<file path="config.mk">
export PLATFORM = sky130hd
export DESIGN_NAME = quoted_delimiter_tokenizer
export DESIGN_NICKNAME = d
export VERILOG_FILES = /design/src/qdt_pkg.sv /design/src/quoted_delimiter_tokenizer.sv /design/src/qdt_core.sv /design/src/qdt_out_buf.sv
export SDC_FILE = /design/constraint.sdc
export NUM_CORES = 1
export LEC_CHECK = 0
export BUFFER_PORTS_ARGS = -buffer_cell sky130_fd_sc_hd__buf_4
export CAP_MARGIN = 20
export CORE_ASPECT_RATIO = 1.1
export CORE_MARGIN = 8
export CORE_UTILIZATION = 35
export CTS_BUF_LIST = sky130_fd_sc_hd__clkbuf_8
export CTS_CLUSTER_SIZE = 14
export DETAILED_ROUTE_END_ITERATION = 12
export PLACE_DENSITY_LB_ADDON = 0.12
export SLEW_MARGIN = 40
export SYNTH_ARGS = -nofsm -noshare
export SYNTH_HDL_FRONTEND = slang
export SYNTH_SLANG_ARGS = --single-unit
</file>
<file path="constraint.sdc">
create_clock -name clk -period 3.9 [get_ports clk]
set_clock_uncertainty 0.2 [all_clocks]
set_input_delay 0.585 -clock clk [delete_from_list [all_inputs] [get_ports clk]]
set_output_delay 0.585 -clock clk [all_outputs]
set_load 0.01 [all_outputs]
</file>
<file path="src/qdt_pkg.sv">
// Package for the quoted delimiter tokenizer: result kinds, special characters,
// register indexes and the result beat type.
// Used by every module in src; depends on nothing.
package qdt_pkg;

  // Special characters.
  localparam logic [7:0] CH_QUOTE     = 8'h22;
  localparam logic [7:0] CH_BACKSLASH = 8'h5C;
  localparam logic [7:0] CH_SPACE     = 8'h20;
  localparam logic [7:0] CH_NUL       = 8'h00;

  // Configuration register indexes.
  localparam logic [2:0] REG_DELIM_0 = 3'd0;
  localparam logic [2:0] REG_DELIM_1 = 3'd1;
  localparam logic [2:0] REG_DELIM_2 = 3'd2;
  localparam logic [2:0] REG_DELIM_3 = 3'd3;
  localparam logic [2:0] REG_COUNT   = 3'd4;

  // Number of delimiter registers the register map provides.
  localparam int unsigned MAX_DELIM_REGS = 4;
  // Most result beats one character can cause.
  localparam int unsigned MAX_RESULTS = 3;

  typedef enum logic [1:0] {
    KIND_CHAR = 2'd0,
    KIND_END  = 2'd1,
    KIND_ERR  = 2'd2
  } kind_t;

  typedef struct packed {
    kind_t      kind;
    logic [7:0] chr;
    logic [7:0] ld;
    logic [7:0] rd;
    logic       last;
  } qdt_result_t;

  // Builds one result beat with last cleared.
  function automatic qdt_result_t make_result(kind_t k, logic [7:0] c,
                                               logic [7:0] l, logic [7:0] r);
    qdt_result_t res;
    res.kind = k;
    res.chr  = c;
    res.ld   = l;
    res.rd   = r;
    res.last = 1'b0;
    return res;
  endfunction

endpackage

</file>
<file path="src/quoted_delimiter_tokenizer.sv">
// Quoted delimiter tokenizer top level. An input beat passes through the input
// register, then the result buffer, before its first result beat leaves.
// Throughput: one input beat per cycle while each character yields one result and
// out_tready stays high; a character that yields n results holds the single output port until all n have left.
// Reset: synchronous active low; clears tokenizer state and loads default delimiters.
// Depends on qdt_pkg, qdt_core and qdt_out_buf.
module quoted_delimiter_tokenizer import qdt_pkg::*; #(
  parameter int unsigned NUM_DELIMS = 4
) (
  input  logic        clk,
  input  logic        rst_n,
  // Input channel.
  input  logic        in_tvalid,
  output logic        in_tready,
  input  logic [7:0]  in_tdata,   // [7:0] ch
  input  logic        in_tlast,   // end_of_text
  // Result channel.
  output logic        out_tvalid,
  input  logic        out_tready,
  output logic [23:0] out_tdata,  // [7:0] out_char, [15:8] left_delim, [23:16] right_delim
  output logic [1:0]  out_tuser,  // [1:0] kind
  output logic        out_tlast,  // last
  // Configuration port.
  input  logic        cfg_we,
  input  logic [2:0]  cfg_addr,
  input  logic [7:0]  cfg_wdata
);

  localparam int unsigned NREG =
    (NUM_DELIMS < MAX_DELIM_REGS) ? NUM_DELIMS : MAX_DELIM_REGS;

  logic [7:0]  delim_r [NREG];
  logic [2:0]  count_r;
  logic        in_vld_r;
  logic [7:0]  ch_r;
  logic        eot_r;
  logic        move;
  logic        buf_free;
  qdt_result_t res [MAX_RESULTS];
  logic [1:0]  res_cnt;
  qdt_result_t head;

  // Configuration registers; indexes beyond the map are ignored.
  always_ff @(posedge clk) begin
    if (!rst_n) begin
      for (int i = 0; i < NREG; i++) begin
        delim_r[i] <= (i == 0) ? CH_SPACE : CH_NUL;
      end
      count_r <= 3'd1;
    end else if (cfg_we) begin
      for (int i = 0; i < NREG; i++) begin
        if (cfg_addr == 3'(i)) begin
          delim_r[i] <= cfg_wdata;
        end
      end
      if (cfg_addr == REG_COUNT) begin
        count_r <= cfg_wdata[2:0];
      end
    end
  end

  // Input register: takes a beat whenever it is empty or its beat moves on.
  assign move      = in_vld_r && buf_free;
  assign in_tready = !in_vld_r || buf_free;

  always_ff @(posedge clk) begin
    if (!rst_n) begin
      in_vld_r <= 1'b0;
    end else if (in_tready) begin
      in_vld_r <= in_tvalid;
    end
  end

  always_ff @(posedge clk) begin
    if (in_tvalid && in_tready) begin
      ch_r  <= in_tdata;
      eot_r <= in_tlast;
    end
  end

  qdt_core #(
    .NREG (NREG)
  ) u_core (
    .clk         (clk),
    .rst_n       (rst_n),
    .step        (move),
    .ch          (ch_r),
    .eot         (eot_r),
    .delims      (delim_r),
    .delim_count (count_r),
    .res         (res),
    .res_cnt     (res_cnt)
  );

  qdt_out_buf u_out_buf (
    .clk        (clk),
    .rst_n      (rst_n),
    .load       (move),
    .res        (res),
    .res_cnt    (res_cnt),
    .free       (buf_free),
    .head_valid (out_tvalid),
    .head       (head),
    .head_ready (out_tready)
  );

  // Result beat packing.
  assign out_tdata = {head.rd, head.ld, head.chr};
  assign out_tuser = head.kind;
  assign out_tlast = head.last;

endmodule

</file>
<file path="src/qdt_core.sv">
// Per-character tokenizer step: quote, escape and left-delimiter state plus
// the logic that turns one character into up to three result beats.
// Depends on qdt_pkg.
module qdt_core import qdt_pkg::*; #(
  parameter int unsigned NREG = 4
) (
  input  logic        clk,
  input  logic        rst_n,
  input  logic        step,
  input  logic [7:0]  ch,
  input  logic        eot,
  input  logic [7:0]  delims [NREG],
  input  logic [2:0]  delim_count,
  output qdt_result_t res [MAX_RESULTS],
  output logic [1:0]  res_cnt
);

  logic       inq_r, inq_nxt;
  logic       esc_r, esc_nxt;
  logic [7:0] ld_r,  ld_nxt;
  logic       is_d;

  // Delimiter match against the active registers; a count of zero acts as one.
  always_comb begin
    is_d = 1'b0;
    for (int i = 0; i < NREG; i++) begin
      if (((i == 0) || (int'(delim_count) > i)) && (delims[i] == ch)) begin
        is_d = 1'b1;
      end
    end
  end

  // Result list and next state for one character.
  always_comb begin
    logic [1:0] idx;
    res     = '{default: '0};
    idx     = 2'd0;
    inq_nxt = inq_r;
    esc_nxt = esc_r;
    ld_nxt  = ld_r;

    if (esc_r && is_d) begin
      // An escaped delimiter becomes a plain token character.
      res[idx] = make_result(KIND_CHAR, ch, CH_NUL, CH_NUL);
      idx      = idx + 2'd1;
      esc_nxt  = 1'b0;
    end else begin
      if (esc_r) begin
        res[idx] = make_result(KIND_CHAR, CH_BACKSLASH, CH_NUL, CH_NUL);
        idx      = idx + 2'd1;
        esc_nxt  = 1'b0;
      end
      if (ch == CH_BACKSLASH) begin
        esc_nxt = 1'b1;
      end else if (ch == CH_QUOTE) begin
        inq_nxt  = !inq_r;
        res[idx] = make_result(KIND_CHAR, ch, CH_NUL, CH_NUL);
        idx      = idx + 2'd1;
      end else if (is_d && !inq_r) begin
        res[idx] = make_result(KIND_END, CH_NUL, ld_r, ch);
        idx      = idx + 2'd1;
        ld_nxt   = ch;
      end else begin
        res[idx] = make_result(KIND_CHAR, ch, CH_NUL, CH_NUL);
        idx      = idx + 2'd1;
      end
    end

    // End of text flushes a held backslash and closes the final token, or reports an error inside an open quote.
    if (eot) begin
      if (esc_nxt) begin
        res[idx] = make_result(KIND_CHAR, CH_BACKSLASH, CH_NUL, CH_NUL);
        idx      = idx + 2'd1;
      end
      if (inq_nxt) begin
        res[idx] = make_result(KIND_ERR, CH_NUL, CH_NUL, CH_NUL);
      end else begin
        res[idx] = make_result(KIND_END, CH_NUL, ld_nxt, CH_NUL);
      end
      idx     = idx + 2'd1;
      inq_nxt = 1'b0;
      esc_nxt = 1'b0;
      ld_nxt  = CH_NUL;
    end

    // Mark the final beat of this character.
    for (int i = 0; i < MAX_RESULTS; i++) begin
      res[i].last = ((2'(i) + 2'd1) == idx);
    end
    res_cnt = idx;
  end

  // Tokenizer state.
  always_ff @(posedge clk) begin
    if (!rst_n) begin
      inq_r <= 1'b0;
      esc_r <= 1'b0;
      ld_r  <= CH_NUL;
    end else if (step) begin
      inq_r <= inq_nxt;
      esc_r <= esc_nxt;
      ld_r  <= ld_nxt;
    end
  end

`ifndef NO_ASSERTIONS
  // A text end always leaves the state as after reset.
  a_eot_clears: assert property (@(posedge clk) disable iff (!rst_n)
    step && eot |=> !inq_r && !esc_r && (ld_r == CH_NUL))
    else $error("state not cleared after end of text");

  // A text end always produces at least the closing beat.
  a_eot_result: assert property (@(posedge clk) disable iff (!rst_n)
    step && eot |-> res_cnt != 2'd0)
    else $error("end of text produced no result");

  // Only a backslash can produce no result.
  a_silent_bs: assert property (@(posedge clk) disable iff (!rst_n)
    step && (res_cnt == 2'd0) |-> (ch == CH_BACKSLASH) && !eot)
    else $error("character produced no result");
`endif

endmodule

</file>
<file path="src/qdt_out_buf.sv">
// Result buffer: holds the beats of one character and hands them out one per
// cycle while head_ready is high, head first. Depends on qdt_pkg.
module qdt_out_buf import qdt_pkg::*; (
  input  logic        clk,
  input  logic        rst_n,
  input  logic        load,
  input  qdt_result_t res [MAX_RESULTS],
  input  logic [1:0]  res_cnt,
  output logic        free,
  output logic        head_valid,
  output qdt_result_t head,
  input  logic        head_ready
);

  qdt_result_t buf_r [MAX_RESULTS];
  qdt_result_t buf_nxt [MAX_RESULTS];
  logic [1:0]  cnt_r, cnt_nxt;
  logic        pop;

  assign head_valid = (cnt_r != 2'd0);
  assign head       = buf_r[0];
  assign pop        = head_valid && head_ready;
  // The buffer can take a new set when it is empty or its last beat leaves now.
  assign free       = (cnt_r == 2'd0) || ((cnt_r == 2'd1) && head_ready);

  // Load a fresh set, or shift down by one beat on a pop.
  always_comb begin
    buf_nxt = buf_r;
    cnt_nxt = cnt_r;
    if (load) begin
      buf_nxt = res;
      cnt_nxt = res_cnt;
    end else if (pop) begin
      for (int i = 0; i < MAX_RESULTS - 1; i++) begin
        buf_nxt[i] = buf_r[i + 1];
      end
      cnt_nxt = cnt_r - 2'd1;
    end
  end

  always_ff @(posedge clk) begin
    buf_r <= buf_nxt;
  end

  always_ff @(posedge clk) begin
    if (!rst_n) begin
      cnt_r <= 2'd0;
    end else begin
      cnt_r <= cnt_nxt;
    end
  end

`ifndef NO_ASSERTIONS
  // The head carries last exactly when it is the final beat held.
  a_last_head: assert property (@(posedge clk) disable iff (!rst_n)
    head_valid |-> (head.last == (cnt_r == 2'd1)))
    else $error("last flag out of step with buffer count");

  // A stalled head keeps the buffer count unchanged.
  a_stall_hold: assert property (@(posedge clk) disable iff (!rst_n)
    head_valid && !head_ready |=> $stable(cnt_r))
    else $error("buffer changed while head stalled");

  // Never load over beats that are still waiting.
  a_no_overrun: assert property (@(posedge clk) disable iff (!rst_n)
    load |-> free)
    else $error("buffer loaded while not free");
`endif

endmodule
</file>
==> flow_summary.ini, run 1 <==
[status]
outcome = completed

[logic_synthesis]
dominantRegCellSynth = edfxtp_1
synth.area.top_cells = edfxtp_1 (38%), dfxtp_1 (16%), nand2_1 (8.1%)
netlist_area_mm2 = 0.00587
synth_edf_count = 75
postSynthCellCount = 552
distinct_cell_type_count_after_synthesis = 61
synth.yosys.warnings = 0
synth-seq-cells = 123
mean_area_per_synthesized_cell_um2 = 10.6
synth_top_area_share_pct = 38.4
synth_seq_area_share_pct = 54.7
yosys_top_cell_by_area = edfxtp_1
async_flop_share_pct = 0

[power_and_ir_drop]
power_leakage_nw = 2.43
power.density_cell_area_mw_per_mm2 = 509
power.total_mw = 3.38
max-vdd-ir-drop_uv = 215

[clock_tree]
clockBufferDepth = 2
cts.htree.levels = 4
latest_clock_arrival_within_the_worst_skew_pair_ns = 0.44
cts.sink_count = 123
clkSlewWorstSetupHoldPaths_ns = 0.07
clock_tree_from_tritoncts = yes
post_cts_hold_buffer_count = 0
cts.repair.resized = 0
number_of_buffers_created_by_cts = 17
cts-root-buf = clkbuf_8
post_cts_setup_driven_buffer_insertion_count = 0

[critical_path]
timing.critical_path.to_type = flop
path_class = reg2reg
critPathSlowestCell = edfxtp_1
crit_path_cell_trace = nor4bb_1, nand3_1, nor3_2, inv_2, ha_1, inv_1, nor4b_4, a21oi_1, o41ai_1
cp_slowest_stage_delay_ns = 0.72
critPathMaxFanout = 11
timing.critical_path.required_ns = 3.92
timing.critical_path.from_type = flop
worstPathArrival_ns = 3.29

[route]
wl_per_cell_um = 17.3
drt-pass1-iter-count = 4
dr_drc_count = 0
routed_wirelength_mm = 13.7
drtIter0Drc = 277
post_drt_via_cell_ratio = 4.92
final_antenna_net_count = 0
num_vias = 3915

[cells_and_area]
layout-drive-gt1-share_pct = 18.3
mostFrequentLayoutCell = nand2_1
final_cells = 795
diodes = 0
p_r_area_growth_vs_syn_pct = 13.1
layout_common_cells = nand2_1 (126), edfxtp_1 (75), buf_4 (57)
fillCellCount = 1607
design.final.nets = 606
final_core_util_pct = 40.6

[die]
fp.dieH_um = 152
fp.dieW_um = 139
core_mm2 = 0.0164
floorplan.initialDensity_pct = 35.9
placementRows = 49
die_area_mm2 = 0.0212
io-pin-count = 54

[timing]
max_clock_freq_mhz = 306
report.final.hold_viol_count = 0
tightestPinTransition_ns = 0.682
setup_viol_count_final = 0
least_setup_slack_across_all_paths_after_layout_ns = 0.627
grt_setup_unrepaired = no
final-max-slew-violation-count = 0
period_needed_ns = 3.27
final.setup.tns_ns = 0
post-route-period-util_pct = 83.9
worst_slew_margin_rel_pct = 54.4

[global_routing]
via_count_of_the_first_global_routing_pass = 3868
grt.total_usage_pct = 13.3
overflow = 0
grt_use_met1_pct = 16.5
grt_pass1_wl_mm = 22.0
grt_start_max_net_pins = 58
grt-busiest-layer = met2
antenna_found_initial = 0
grt_use_met2_pct = 21.4
global_route.usage.met3_pct = 3.26

[worst_hold_path]
worstHoldPathType = in2reg

[placed_design]
dpl.hpwl_mm = 9.54
dp_cells = 763
io_buffers = 53
pre_cts_ws_ns = 0.641
gp_congestion = 0.801

[job]
maxCapViolations = 0
metrics by stage:
stage	cell area, µm²	hold slack [ns]
2_1_floorplan	5900	0.242
3_3_place_gp	6220	0.265
3_5_place_dp	6220	0.273
4_1_cts	6640	0.0869
5_1_grt	6640	0.0954
6_report	6640	0.122
registers in the layout, summed over array words and instances (netlist names):
register	flops
ch_r	8
count_r	3
delim_r	32
eot_r	1
in_vld_r	1
u_core.esc_r	1
u_core.inq_r	1
u_core.ld_r	8
u_out_buf.buf_r	39
u_out_buf.cnt_r	2
u_out_buf.head	27
path summary, 6_finish.rpt:
path	start	end	slack (ns)	cells past startpoint
min	in_tlast	eot_r	0.12	1
max reg2reg	ch_r[6]	u_out_buf.buf_r[48]	0.63	9
max	ch_r[6]	u_out_buf.buf_r[48]	0.63	9
min reg2reg	delim_r[25]	delim_r[25]	0.28	2
cell families (layout without fill, tap and decap cells):
logic type               Yosys count  in the layout  synth area share, %
other                              1              8               0.0639
adder cells (fa/ha/maj)            3              3                0.640
AO/OA/AOI/OAI                     96             96                 11.8
AND/OR/NAND/NOR                  208            208                 17.3
flip-flops                       123            123                 54.7
buffers and inverters             67             99                 6.78
XOR/XNOR                          35             35                 5.35
multiplexers                      19             19                 3.26
final cells by class:
| cell class | count | area (µm²) | share of cell area [%] |
|---|---|---|---|
| sequential | 123 | 3210 | 48.4 |
| tap | 204 | 255 | 3.84 |
| clock inverter | 15 | 183 | 2.75 |
| timing repair buffer | 57 | 428 | 6.44 |
| multi-input combinational | 369 | 2290 | 34.5 |
| clock buffer | 17 | 234 | 3.52 |
| inverter | 10 | 37.5 | 0.565 |
cell usage after synthesis, types with 2 or more instances:
master	instances
a32o_1	4
a22o_1	2
a21boi_0	23
xnor2_1	3
xor2_1	31
a21oi_1	12
o22ai_2	8
nor3_1	4
o21ai_1	11
dfxtp_1	48
buf_4	29
clkbuf_1	18
edfxtp_1	75
a32oi_1	2
and2_1	8
a22oi_1	2
a211oi_1	2
a31oi_1	2
nor4_1	4
and3_1	5
nor4b_1	2
inv_1	9
nand2_1	126
nor2b_1	13
a21o_1	2
nand3_1	9
mux2i_1	18
nand4_1	2
o21ai_0	16
ha_1	3
buf_2	5
o41ai_1	2
buf_6	4
nor2_1	21
metal layers:
metal	share of wire, %	wire (µm)	up-vias
met2	48	6610	96
met4	2.2	305	0
met3	4.3	595	24
li1	-	-	1947
met5	0	0	-
met1	45	6220	1848
where the power goes:
| part | switching, mW | internal (mW) |
|---|---|---|
| Combinational | 0.302 | 0.209 |
| Sequential | 0.0779 | 1.59 |
| Clock | 0.511 | 0.684 |
| Total | 0.891 | 2.49 |
worst max-delay path, delay by kind of cell, from the launching register on:
kind	cells	cell delay [ns]
simple gates	4	1.04
flops	1	0.72
fa+ha+maj	1	0.42
compound gates	2	0.40
buf+inv	2	0.28
Power figures use the tool's default switching activity.
==> inputs of run 2 (changes only) <==
Clock period 3.9 ns to 3.44 ns, I/O delays scaled along.
==> flow_summary.ini, run 2 (synthesis gave the netlist of run 1 again) <==
[clock_tree]
latest_clock_arrival_within_the_worst_skew_pair_ns = 0.44
post_cts_hold_buffer_count = 0
cts.sink_count = 123
number_of_buffers_created_by_cts = 17
clockBufferDepth = 2
clkSlewWorstSetupHoldPaths_ns = 0.07
clock_tree_from_tritoncts = yes
cts.htree.levels = 4
cts-root-buf = clkbuf_8
cts.repair.resized = 0
post_cts_setup_driven_buffer_insertion_count = 0

[job]
maxCapViolations = 0

[power_and_ir_drop]
power.density_cell_area_mw_per_mm2 = 583
max-vdd-ir-drop_uv = 251
power_leakage_nw = 2.49
power.total_mw = 3.93

[route]
drtIter0Drc = 168
dr_drc_count = 0
routed-wl-met2_mm = 7.12
routedLengthMet1_mm = 6.15
routed_wirelength_mm = 14.0
met3_wirelength_um = 519
wl_per_cell_um = 17.4
top_signal_layer_used = met4
num_vias = 3965
final_antenna_net_count = 0
drt-pass1-iter-count = 4
post_drt_via_cell_ratio = 4.93

[timing]
tightestPinTransition_ns = 0.719
max_clock_freq_mhz = 320
setup_viol_count_final = 0
post-route-period-util_pct = 90.8
report.final.hold_viol_count = 0
period_needed_ns = 3.12
final-max-slew-violation-count = 0
worst_slew_margin_rel_pct = 52.0
final.setup.tns_ns = 0
grt_setup_unrepaired = no

[global_routing]
grt_start_max_net_pins = 58
antenna_found_initial = 0
via_count_of_the_first_global_routing_pass = 3967
overflow = 0
grt.total_usage_pct = 13.5
grt_pass1_wl_mm = 22.0

[die]
fp.dieW_um = 139
die_area_mm2 = 0.0212
placementRows = 49
core_mm2 = 0.0164
floorplan.initialDensity_pct = 35.9
io-pin-count = 54
fp.dieH_um = 152

[critical_path]
timing.critical_path.required_ns = 3.49
timing.critical_path.from_type = flop
crit_end = u_out_buf.head[12]
worstPathArrival_ns = 3.18
ff2ff_setup_slack_ns = 0.32
path_class = reg2reg
r2r_start = ch_r[0]
critPathMaxFanout = 12
ff2ff_path_depth = 8
worst_r2r_endpoint = u_out_buf.head[12]
timing.critical_path.to_type = flop
critPathLaunch = ch_r[0]

[cells_and_area]
footprint_of_the_multi_input_gates_mm2 = 0.00229
layout-drive-gt1-share_pct = 19.7
design.final.nets = 615
layout_common_cells = nand2_1 (126), edfxtp_1 (75), buf_4 (65)
p_r_area_growth_vs_syn_pct = 14.8
most_flops_register = u_out_buf.buf_r
largest_reg_flops = 39
stdcell_area_mm2 = 0.00674
seqCellArea_mm2 = 0.00321
final_core_util_pct = 41.2
diodes = 0
final_cells = 804
fillCellCount = 1567
mostFrequentLayoutCell = nand2_1

[placed_design]
dp_cells = 772
placedInstanceArea_mm2 = 0.00630
io_buffers = 53
gp_congestion = 0.801
dpl.hpwl_mm = 9.34

[worst_hold_path]
hold_path.startpoint = in_tdata[0]
worstHoldPathType = in2reg

[status]
outcome = completed
==> run 2: per-layer routing <==
metal | track usage (%) | up-vias
li1 | - | 1956
met1 | 15.6 | 1920
met2 | 23.0 | 76
met3 | 3.51 | 13
met4 | 5.81 | 0
met5 | 0 | -
==> run 2: critical path, cell delays in order, from the launching register on <==
cell and delay, ns:
edfxtp_1 0.81, xor2_1 0.15, nor4_1 0.30, nand4_1 0.15, nand4_1 0.14, buf_4 0.20, nand3_1 0.40, buf_4 0.33
o21ai_0 0.25
==> run 2: how the worst min path moves through the flow <==
stage / endpoint / slack [ns] / depth (start not counted)
after CTS: ch_r[7] / 0.02 / 1
after global routing: ch_r[0] / 0.02 / 1
after floorplan: count_r[0] / 0.24 / 2
after detailed placement: count_r[0] / 0.27 / 2
final: ch_r[0] / 0.05 / 1
after global placement: count_r[0] / 0.26 / 2
==> run 2: cell type report <==
class,count,share of cell area [%]
Sequential cell,123,47.7
Timing Repair Buffer,66,7.54
Clock inverter,15,3.04
Clock buffer,17,3.47
Multi-Input combinational cell,369,33.9
Tap cell,204,3.79
Inverter,10,0.557
==> run 2: report_power, final <==
part / leakage, nW / internal [mW] / switching, mW
clock: 0.221 / 0.849 / 0.577
sequential: 1.11 / 1.81 / 0.0696
combinational: 1.16 / 0.253 / 0.374
==> run 2: metrics by stage <==
stage / hold WS [ns] / worst slack [ns]
3_5_place_dp: 0.266 / 0.271
5_1_grt: 0.0178 / 0.148
2_1_floorplan: 0.242 / 0.751
3_3_place_gp: 0.259 / 0.301
6_report: 0.0524 / 0.317
4_1_cts: 0.0205 / 0.281
